===== src/hw/rtl/slfe_pkg.sv =====
// Shared types and constants for the SLIP frame encoder.
// Holds byte codes, operation and mode codes and the per-request result record.
// No dependencies; imported by slfe_step and slip_frame_encoder_core.
package slfe_pkg;

    // SLIP special bytes
    localparam logic [7:0] BYTE_END     = 8'hC0;
    localparam logic [7:0] BYTE_ESC     = 8'hDB;
    localparam logic [7:0] BYTE_ESC_END = 8'hDC;
    localparam logic [7:0] BYTE_ESC_ESC = 8'hDD;

    localparam int          MAX_RESULTS   = 3;
    localparam logic [15:0] BUF_SIZE_RST  = 16'd1024;

    typedef enum logic [1:0] {
        OP_QUEUE_BYTE = 2'd0,
        OP_MSG_START  = 2'd1,
        OP_MSG_DONE   = 2'd2,
        OP_BUF_RESET  = 2'd3
    } op_t;

    typedef enum logic [1:0] {
        MODE_NOMINAL = 2'd0,
        MODE_END     = 2'd1,
        MODE_ESC_ESC = 2'd2,
        MODE_ESC_END = 2'd3
    } mode_t;

    typedef enum logic [1:0] {
        ST_OK         = 2'd0,
        ST_FULL       = 2'd1,
        ST_INCOMPLETE = 2'd2
    } status_t;

    // Everything one request produces, plus the encoder's next state
    typedef struct packed {
        mode_t                            mode_next;
        logic [15:0]                      fill_next;
        logic [1:0]                       n_bytes;
        logic [MAX_RESULTS-1:0][7:0]      bytes;
        logic [MAX_RESULTS-1:0][15:0]     idx;
        status_t                          status;
    } step_res_t;

endpackage


===== src/hw/rtl/slfe_step.sv =====
// Combinational encode step: one request against the current mode and fill.
// Produces up to three buffer writes, the status and the next encoder state.
// Depends on slfe_pkg.
module slfe_step import slfe_pkg::*; (
    input  op_t         op,
    input  logic [7:0]  data_byte,
    input  mode_t       mode,
    input  logic [15:0] fill,
    input  logic [15:0] buf_size,
    output step_res_t   res
);

    always_comb begin
        mode_t       m;
        logic [15:0] f;
        logic [1:0]  n;
        logic        done;
        status_t     st;

        m    = mode;
        f    = fill;
        n    = 2'd0;
        done = 1'b0;
        st   = ST_OK;
        res.bytes = '0;
        res.idx   = '0;

        case (op)
            OP_QUEUE_BYTE: begin
                // walk at most three emit steps: pending END, escape lead, final byte
                for (int i = 0; i < MAX_RESULTS; i++) begin
                    if (!done) begin
                        if (f >= buf_size) begin
                            done = 1'b1;
                            st   = ST_INCOMPLETE;
                        end else begin
                            res.idx[n] = f;
                            case (m)
                                MODE_NOMINAL: begin
                                    if (data_byte == BYTE_END) begin
                                        res.bytes[n] = BYTE_ESC;
                                        m = MODE_ESC_END;
                                    end else if (data_byte == BYTE_ESC) begin
                                        res.bytes[n] = BYTE_ESC;
                                        m = MODE_ESC_ESC;
                                    end else begin
                                        res.bytes[n] = data_byte;
                                        done = 1'b1;
                                    end
                                end
                                MODE_END: begin
                                    res.bytes[n] = BYTE_END;
                                    m = MODE_NOMINAL;
                                end
                                MODE_ESC_ESC: begin
                                    res.bytes[n] = BYTE_ESC_ESC;
                                    m = MODE_NOMINAL;
                                    done = 1'b1;
                                end
                                default: begin
                                    res.bytes[n] = BYTE_ESC_END;
                                    m = MODE_NOMINAL;
                                    done = 1'b1;
                                end
                            endcase
                            f = f + 16'd1;
                            n = n + 2'd1;
                            // completed write: flag a buffer that is now full
                            if (done) begin
                                st = (f >= buf_size) ? ST_FULL : ST_OK;
                            end
                        end
                    end
                end
            end
            OP_MSG_START: begin
                m = MODE_NOMINAL;
            end
            OP_MSG_DONE: begin
                if (f >= buf_size) begin
                    m  = MODE_END;
                    st = ST_INCOMPLETE;
                end else begin
                    res.bytes[0] = BYTE_END;
                    res.idx[0]   = f;
                    f = f + 16'd1;
                    n = 2'd1;
                    m = MODE_NOMINAL;
                end
            end
            default: begin
                f = 16'd0;
            end
        endcase

        res.mode_next = m;
        res.fill_next = f;
        res.n_bytes   = n;
        res.status    = st;
    end

endmodule


===== src/hw/rtl/slip_frame_encoder_core.sv =====
// SLIP frame encoder top level: input stream, result stream, size register.
// Depends on slfe_pkg and slfe_step.
//
// Usage:
//   s_* carries requests: s_tuser is the operation (queue byte, message start,
//   message complete, buffer reset), s_tdata the payload byte.
//   m_* carries one result per buffer write, in order, with m_tlast on the
//   final result of each request; the status is valid on that result.
//   A request that writes nothing still gives one result with has_byte low.
//   cfg_* writes the buffer size; cfg_ready is always high. Write it only
//   while no results are outstanding.
// Timing:
//   A request's results are registered: the first shows in the cycle after it is accepted.
//   A request gives 1 to 3 results: the result register serializes them one
//   per cycle while m_tready is high, and the next request is taken in the
//   same cycle as the final result of the previous one.
// Reset and stall:
//   aresetn low clears the mode, fill count, size (1024) and result control, not the payload.
//   While a result waits on a low m_tready it holds and s_tready stays low.
module slip_frame_encoder_core import slfe_pkg::*; (
    input  logic        aclk,
    input  logic        aresetn,
    // config write channel
    input  logic        cfg_valid,
    output logic        cfg_ready,
    input  logic [15:0] cfg_data,     // [15:0] buffer_size
    // request channel
    input  logic        s_tvalid,
    output logic        s_tready,
    input  logic [7:0]  s_tdata,      // [7:0] data_byte
    input  logic [1:0]  s_tuser,      // [1:0] operation
    // result channel
    output logic        m_tvalid,
    input  logic        m_tready,
    output logic [31:0] m_tdata,      // [7:0] out_byte, [23:8] byte_index,
                                      // [25:24] status, [31:26] zero
    output logic [0:0]  m_tuser,      // [0] has_byte
    output logic        m_tlast
);

    logic [15:0] buf_size_reg;
    mode_t       mode_reg;
    logic [15:0] fill_reg;

    logic                         busy_reg;
    logic [1:0]                   rd_ptr_reg;
    logic [1:0]                   cnt_reg;
    logic                         has_reg;
    logic [MAX_RESULTS-1:0][7:0]  bytes_reg;
    logic [MAX_RESULTS-1:0][15:0] idx_reg;
    status_t                      status_reg;

    step_res_t res;
    logic      s_accept;
    logic      m_take;
    logic      last_entry;

    // encode the incoming request against the current state
    slfe_step u_step (
        .op        (op_t'(s_tuser)),
        .data_byte (s_tdata),
        .mode      (mode_reg),
        .fill      (fill_reg),
        .buf_size  (buf_size_reg),
        .res       (res)
    );

    assign cfg_ready  = 1'b1;
    assign last_entry = (rd_ptr_reg == (cnt_reg - 2'd1));
    assign m_take     = m_tvalid && m_tready;
    assign s_tready   = !busy_reg || (m_tready && last_entry);
    assign s_accept   = s_tvalid && s_tready;

    // hold size register
    always_ff @(posedge aclk) begin
        if (!aresetn) begin
            buf_size_reg <= BUF_SIZE_RST;
        end else if (cfg_valid && cfg_ready) begin
            buf_size_reg <= cfg_data;
        end
    end

    // advance encoder state on each accepted request
    always_ff @(posedge aclk) begin
        if (!aresetn) begin
            mode_reg <= MODE_NOMINAL;
            fill_reg <= 16'd0;
        end else if (s_accept) begin
            mode_reg <= res.mode_next;
            fill_reg <= res.fill_next;
        end
    end

    // result buffer control
    always_ff @(posedge aclk) begin
        if (!aresetn) begin
            busy_reg   <= 1'b0;
            rd_ptr_reg <= 2'd0;
            cnt_reg    <= 2'd1;
        end else if (s_accept) begin
            busy_reg   <= 1'b1;
            rd_ptr_reg <= 2'd0;
            cnt_reg    <= (res.n_bytes == 2'd0) ? 2'd1 : res.n_bytes;
        end else if (m_take && last_entry) begin
            busy_reg <= 1'b0;
        end else if (m_take) begin
            rd_ptr_reg <= rd_ptr_reg + 2'd1;
        end
    end

    // result payload, loaded once per request
    always_ff @(posedge aclk) begin
        if (s_accept) begin
            has_reg    <= (res.n_bytes != 2'd0);
            bytes_reg  <= res.bytes;
            idx_reg    <= res.idx;
            status_reg <= res.status;
        end
    end

    // drive the current entry; status only on the final one
    assign m_tvalid   = busy_reg;
    assign m_tlast    = last_entry;
    assign m_tuser[0] = has_reg;
    assign m_tdata    = {6'd0,
                         last_entry ? status_reg : ST_OK,
                         has_reg ? idx_reg[rd_ptr_reg] : 16'd0,
                         has_reg ? bytes_reg[rd_ptr_reg] : 8'd0};

    // read pointer stays inside the loaded results
    assert property (@(posedge aclk) disable iff (!aresetn)
        busy_reg |-> (rd_ptr_reg < cnt_reg))
        else $error("result read pointer beyond result count");

    // an accepted request always presents a result next cycle
    assert property (@(posedge aclk) disable iff (!aresetn)
        s_accept |=> (m_tvalid && rd_ptr_reg == 2'd0))
        else $error("accepted request produced no result");

    // fill count moves only with an accepted request
    assert property (@(posedge aclk) disable iff (!aresetn)
        !s_accept |=> $stable(fill_reg))
        else $error("fill count changed without a request");

    // a result without a byte is always the only, final result
    assert property (@(posedge aclk) disable iff (!aresetn)
        (m_tvalid && !m_tuser[0]) |-> (m_tlast && cnt_reg == 2'd1))
        else $error("empty result not final");

endmodule

===== config.mk =====
export PLATFORM = sky130hd
export DESIGN_NAME = slip_frame_encoder_core
export DESIGN_NICKNAME = d
export VERILOG_FILES = /design/src/hw/rtl/slfe_pkg.sv /design/src/hw/rtl/slfe_step.sv /design/src/hw/rtl/slip_frame_encoder_core.sv
export SDC_FILE = /design/constraint.sdc
export NUM_CORES = 1
export LEC_CHECK = 0
export ABC_AREA = 1
export BUFFER_PORTS_ARGS = -buffer_cell sky130_fd_sc_hd__buf_2
export CORE_ASPECT_RATIO = 0.7
export CORE_MARGIN = 3
export CORE_UTILIZATION = 25
export DETAILED_ROUTE_END_ITERATION = 10
export HOLD_SLACK_MARGIN = 0.03
export SYNTH_ARGS = -nofsm -noshare
export SYNTH_HDL_FRONTEND = slang
export SYNTH_SLANG_ARGS = --single-unit

===== constraint.sdc =====
create_clock -name aclk -period 5.69 [get_ports aclk]
set_clock_uncertainty 0.05 [all_clocks]
set_input_delay 1.138 -clock aclk [delete_from_list [all_inputs] [get_ports aclk]]
set_output_delay 1.138 -clock aclk [all_outputs]
set_load 0.02 [all_outputs]

==> run_results.csv, run 1 <==
group,metric,value,unit
floorplanning,core_area,38600,sq um
floorplanning,die_area,41700,sq um
flow_run,maxCapViolations,0,
setup_path,cp_slowest_cell,"dfxtp_1",
sta,tightest_slew,1100,ps
setup_path,worstPathMaxFanout,24,
sta,layout_min_cycle_time,5430,ps
yosys,syn_area,9820,sq um
setup_path,crit_top_cell,"nand2_1",
yosys,ys_types,52,
placement,hpwl,29600,um
hold_path,worstHoldPathType,"flip-flop to flip-flop",
setup_path,reg2reg_setup_slack,260,ps
clock_tree,clkTransAtPathRegs,70,ps
finish,fin_cells,2050,
power_and_ir_drop,ir_drop,0.202,mV
setup_path,startpoint,"fill_reg[10]$_SDFFE_PN0P_",
floorplanning,pin_count,68,
global_routing,grt.overflow.total,0,
sta,slew_headroom,26.3,%
clock_tree,cts_tree,"yes",
detailed_routing,wl_met2,12600,um
sta,max_freq,184,MHz
finish,areaGrowthSynthToFinish,25.2,%
detailed_routing,top_layer,"met5",
global_routing,grt_max_degree,35,
status,status,"finished, final reports clean",
clock_tree,hold_buffers,0,
setup_path,criticalPathCategory,"flip-flop to flip-flop",
sta,drv_slew,0,
clock_tree,cts_buffers,17,
global_routing,grt_first_pass_wirelength,55600,um
yosys,yosysSeqAreaShare,30.9,%
detailed_routing,avgRoutedWirePerCell,18.2,um
setup_path,reg2reg_from,"fill_reg[10]$_SDFFE_PN0P_",
detailed_routing,ant_nets,0,
finish,drive_above_1_share,23.0,%
setup_path,rr_worst_depth,33,
power_and_ir_drop,p_leak,5.75,nW
detailed_routing,drc,0,
floorplanning,start_util,25.5,%
sta,setup_ws,262,ps
yosys,postSynthAreaPerCell,7.21,sq um
global_routing,antenna_found_initial,1,
hold_path,hold_path_startpoint,"cnt_reg[1]$_SDFFE_PN0P_",
detailed_routing,first_pass_iters,7,
clock_tree,clk_path_buf_depth,2,
hold_path,hold_depth,2,
global_routing,track_usage,17.7,%
detailed_routing,dr.first_iter.drc_count,1019,
finish,n_fill_cell,4199,
placement,port_buffers,60,
sta,finalHoldViolations,0,
floorplanning,fp-row-count,60,
clock_tree,cts-root-buf,"clkbuf_16",
power_and_ir_drop,powerDensity,278,nW/um^2
finish,antenna_cells,0,
setup_path,slowest_delay,500,ps
placement,pre_cts_ws,-106,ps
clock_tree,clk_latency,430,ps
detailed_routing,via_per_inst,4.75,
detailed_routing,detail_route.wirelength,37400,um
detailed_routing,wl_met1,19300,um
yosys,yosys_warnings,0,
floorplanning,die_w,243,um
setup_path,endpoint_kind,"flip-flop",
yosys,synthCells,1363,
yosys,ys_ff_latch,114,
detailed_routing,met3RoutedLength,5160,um
floorplanning,die-height,172,um
sta,setup_viol,0,
power_and_ir_drop,power.total,3.42,mW
clock_tree,cts.sinks,114,
hold_path,whs_endpoint,"cnt_reg[1]$_SDFFE_PN0P_",
setup_path,crit-reg2reg-capture,"status_reg[0]$_SDFFCE_PN0P_",
finish,design_area,12300,sq um
global_routing,grt_pass1_vias,8987,
setup_path,worst_ep_arrival_time,5550,ps
setup_path,critPathRequiredTime,5810,ps
placement,postPlaceCellArea,11400,sq um
placement,post-place-cells,2008,
placement,gp_congestion,0.995,
finish,largest_register_ffs,48,
sta,period_share,95.4,%
clock_tree,h-tree-depth,4,
finish,num-nets-final,1649,
detailed_routing,dr_total_vias,9732,
setup_path,start_kind,"flip-flop",
## worst max-delay path by stage
stage	to	slack, ps	depth (start not counted)
5_1_grt	status_reg[0]$_SDFFCE_PN0P_	-20	41
3_3_place_gp	fill_reg[9]$_SDFFE_PN0P_	-130	32
3_5_place_dp	status_reg[0]$_SDFFCE_PN0P_	-110	36
4_1_cts	status_reg[0]$_SDFFCE_PN0P_	30	36
2_1_floorplan	cnt_reg[0]$_SDFFE_PN1P_	300	35
6_report	status_reg[0]$_SDFFCE_PN0P_	260	33
## cell usage in the layout, fill, tap and decap left out, types with 7 or more instances in the layout
cell and instances:
a21oi_1 107, a21oi_2 10, buf_12 7, buf_2 60, buf_4 103, clkbuf_16 18
conb_1 9, dfxtp_1 32, edfxtp_1 75, ha_1 102, inv_1 153, inv_2 19
inv_6 8, nand2_1 278, nand2_2 43, nand2_4 11, nand3_1 73, nand3_2 8
nand4_1 16, nor2_1 146, nor2_2 12, nor2_4 9, nor3_1 15, o21ai_0 102
o21ai_1 12
## metal layers
layer / track usage [%] / up-vias
met5: 1.81 / -
met4: 2.54 / 4
met3: 8.17 / 24
met2: 21.0 / 430
met1: 27.8 / 4458
li1: - / 4816
## cell usage after synthesis (all sizes together)
cell type | number | share of area (%)
a21boi | 2 | 0.27
nand4 | 16 | 1.0
nand3b | 3 | 0.23
o21ai | 116 | 5.9
xnor2 | 2 | 0.18
inv | 173 | 6.6
buf | 25 | 1.8
clkbuf | 27 | 1.0
nand3 | 85 | 4.9
o21a | 4 | 0.31
o2111ai | 1 | 0.089
or2 | 1 | 0.064
nor3 | 19 | 1.1
xor2 | 10 | 0.97
o211ai | 1 | 0.076
edfxtp | 75 | 23
clkinv | 5 | 0.19
o31ai | 2 | 0.15
a211oi | 5 | 0.38
ha | 108 | 14
a21oi | 119 | 6.3
nor2 | 169 | 7.6
o22ai | 2 | 0.19
a21o | 3 | 0.23
nor4 | 3 | 0.19
conb | 2 | 0.076
a31oi | 5 | 0.32
and2 | 2 | 0.13
o221ai | 2 | 0.18
nand2 | 332 | 14
dfxtp | 39 | 7.9
o21bai | 4 | 0.31
a2111oi | 1 | 0.089
## cells by family after synthesis
family	synth area share (%)
flip-flops	30.9
other	0.0765
XOR/XNOR	1.15
AND/OR/NAND/NOR	29.6
buffers and inverters	9.63
adder cells (fa/ha/maj)	13.8
AO/OA/AOI/OAI	14.9
## metrics by stage
step,hold WS (ps),utilization [%],TNS [ps]
after floorplan,413,-,0
after global placement,440,29.4,-537
after detailed placement,439,29.4,-262
after CTS,448,31.0,0
after global routing,477,31.9,-23.3
final,448,31.9,0
## worst max-delay path, delay by kind of cell (launching register included)
| family | cells | cell delay [ps] |
|---|---|---|
| compound gates | 10 | 1470 |
| fa+ha+maj | 3 | 840 |
| buf+inv | 6 | 700 |
| flops | 1 | 500 |
| simple gates | 14 | 1590 |
## power by group
| group | switching [mW] | internal (mW) | leakage, nW |
|---|---|---|---|
| Clock | 0.456 | 0.612 | 0.282 |
| Sequential | 0.0287 | 0.936 | 1.08 |
| Combinational | 0.916 | 0.471 | 4.38 |
## layout make-up
| cell class | count | area [sq um] | area share, % |
|---|---|---|---|
| Inverter | 178 | 671 | 5.45 |
| Sequential cell | 114 | 3040 | 24.8 |
| Clock inverter | 15 | 144 | 1.17 |
| Multi-Input combinational cell | 1026 | 6090 | 49.5 |
| Timing Repair Buffer | 173 | 1260 | 10.3 |
| Clock buffer | 17 | 425 | 3.46 |
| Tap cell | 527 | 659 | 5.36 |
## timing repair
item / in CTS / in global routing
resized for setup: 9 / 57
gates cloned: 0 / 1
buffers inserted: 0 / 9
pin swaps: 1 / 15
setup endpoints to repair: 6 / 45
Power figures use the tool's default switching activity.
==> run 2: changes to the inputs <==
--- a/config.mk
+++ b/config.mk
@@ -12,6 +12,7 @@
 export CORE_UTILIZATION = 25
 export DETAILED_ROUTE_END_ITERATION = 10
 export HOLD_SLACK_MARGIN = 0.03
+export REMOVE_ABC_BUFFERS = 1
 export SYNTH_ARGS = -nofsm -noshare
 export SYNTH_HDL_FRONTEND = slang
 export SYNTH_SLANG_ARGS = --single-unit
==> run_results.csv, run 2 (synthesis gave the netlist of run 1 again) <==
group,metric,value,unit
status,status,"finished, final reports clean",
sta,period_share,94.9,%
hold_path,worstHoldPathType,"flip-flop to flip-flop",
sta,max_freq,185,MHz
global_routing,grt_max_degree,40,
setup_path,crit-reg2reg-capture,"status_reg[0]$_SDFFCE_PN0P_",
setup_path,path_delay_family,"simple AND/OR/NAND/NOR gates",
clock_tree,clk_latency,450,ps
sta,whs,442,ps
sta,tightest_slew,1160,ps
clock_tree,h-tree-depth,4,
setup_path,rr_worst_depth,34,
floorplanning,start_util,25.5,%
detailed_routing,first_pass_iters,5,
placement,gp_congestion,0.982,
sta,rsz0062_at_grt,"no",
global_routing,grt.overflow.total,0,
setup_path,path_buf_inv,7,
clock_tree,cts_tree,"yes",
floorplanning,die_w,243,um
floorplanning,die_area,41700,sq um
power_and_ir_drop,powerDensity,278,nW/um^2
detailed_routing,ant_nets,0,
finish,num-nets-final,1659,
setup_path,critPathRequiredTime,5820,ps
sta,setup_viol,0,
setup_path,criticalPathCategory,"flip-flop to flip-flop",
finish,drive_above_1_share,23.3,%
sta,slew_headroom,22.5,%
flow_run,maxCapViolations,0,
finish,fin_cells,2060,
power_and_ir_drop,ir_drop,0.222,mV
floorplanning,fp-row-count,60,
floorplanning,core_area,38600,sq um
setup_path,cp_slowest_cell,"dfxtp_1",
placement,pre_cts_ws,-309,ps
finish,areaGrowthSynthToFinish,25.7,%
finish,largest_register_ffs,48,
clock_tree,cts_buffers,17,
global_routing,antenna_found_initial,0,
sta,layout_min_cycle_time,5400,ps
setup_path,slowest_delay,410,ps
global_routing,track_usage,17.6,%
detailed_routing,detail_route.wirelength,36600,um
clock_tree,cts.sinks,114,
power_and_ir_drop,p_leak,5.80,nW
placement,post-place-cells,2022,
finish,mostFrequentLayoutCells,"nand2_1 (278), inv_1 (155), nor2_1 (145)",
detailed_routing,via_per_inst,4.78,
placement,hpwl,28900,um
setup_path,endpoint_kind,"flip-flop",
sta,setup_ws,290,ps
detailed_routing,avgRoutedWirePerCell,17.8,um
global_routing,grt_pass1_vias,9230,
floorplanning,die-height,172,um
global_routing,grt_first_pass_wirelength,55600,um
setup_path,cp.depth,34,
finish,antenna_cells,0,
floorplanning,pin_count,68,
detailed_routing,drc,0,
setup_path,worstPathMaxFanout,24,
detailed_routing,dr_total_vias,9837,
setup_path,crit_path_end,"status_reg[0]$_SDFFCE_PN0P_",
setup_path,worst_ep_arrival_time,5530,ps
setup_path,reg2reg_setup_slack,290,ps
placement,port_buffers,60,
sta,drv_slew,0,
clock_tree,clk_path_buf_depth,2,
setup_path,startpoint,"fill_reg[14]$_SDFFE_PN0P_",
finish,final_common_cell,"nand2_1",
sta,finalHoldViolations,0,
clock_tree,cts-root-buf,"clkbuf_16",
detailed_routing,dr.first_iter.drc_count,1056,
setup_path,start_kind,"flip-flop",
clock_tree,clkTransAtPathRegs,60,ps
setup_path,reg2reg_from,"fill_reg[14]$_SDFFE_PN0P_",
## run 2: changes by cell type in the layout (fill, tap and decap cells not counted), sizes merged
| cell | before | now |
|---|---|---|
| clkinvlp | 0 | 4 |
| clkbuf | 18 | 19 |
| buf | 172 | 181 |
| clkinv | 11 | 10 |
| inv | 181 | 178 |
## run 2: worst reg2reg max path, delay by kind of cell, from the launching register on
family	cells	cell delay, ps
flops	1	410
fa+ha+maj	3	770
simple gates	14	1570
compound gates	10	1500
buf+inv	7	810
## run 2: timing repair
item,in CTS,in global routing
setup endpoints to repair,31,45
cloned,0,2
hold buffers,0,0
pin swaps,2,18
gates resized for setup,11,47
setup buffers,0,4
## run 2: layer usage
layer / part of all wire, % / GRT usage [%]
met1: 52 / 27.7
met2: 35 / 22.0
met3: 12 / 6.45
met4: 0.99 / 3.66
met5: 0 / 0
## run 2: metrics by stage
stage / instance area (sq um) / power [mW] / setup TNS [ps] / utilization [%]
after floorplan: 9570 / 1.76 / -15060 / -
after global placement: 11500 / 2.28 / -1350 / 29.7
after detailed placement: 11500 / 2.29 / -2280 / 29.7
after CTS: 12100 / 3.37 / 0 / 31.3
after global routing: 12300 / 3.65 / 0 / 32.0
final: 12300 / 3.44 / 0 / 32.0
## run 2: area by class of cell
class / count / area [sq um]
Clock buffer: 17 / 425
Clock inverter: 15 / 133
Fill cell: 4170 / 26200
Inverter: 178 / 672
Multi-Input combinational cell: 1026 / 6040
Sequential cell: 114 / 3040
Tap cell: 527 / 659
Timing Repair Buffer: 183 / 1370
## run 2: power by group
group / internal [mW] / switching [mW]
clock network: 0.602 / 0.441
registers: 0.936 / 0.0224
logic: 0.520 / 0.914
## run 2: worst min path at each step
stage                                 start                 endpoint  slack (ps)  depth (start not counted)
finish              cnt_reg[1]$_SDFFE_PN0P_  cnt_reg[1]$_SDFFE_PN0P_         440                          2
floorplan           cnt_reg[1]$_SDFFE_PN0P_  cnt_reg[1]$_SDFFE_PN0P_         410                          2
global placement    cnt_reg[1]$_SDFFE_PN0P_  cnt_reg[1]$_SDFFE_PN0P_         430                          2
detailed placement  cnt_reg[1]$_SDFFE_PN0P_  cnt_reg[1]$_SDFFE_PN0P_         430                          2
global route        cnt_reg[1]$_SDFFE_PN0P_  cnt_reg[1]$_SDFFE_PN0P_         470                          2
CTS                 cnt_reg[1]$_SDFFE_PN0P_  cnt_reg[1]$_SDFFE_PN0P_         440                          2
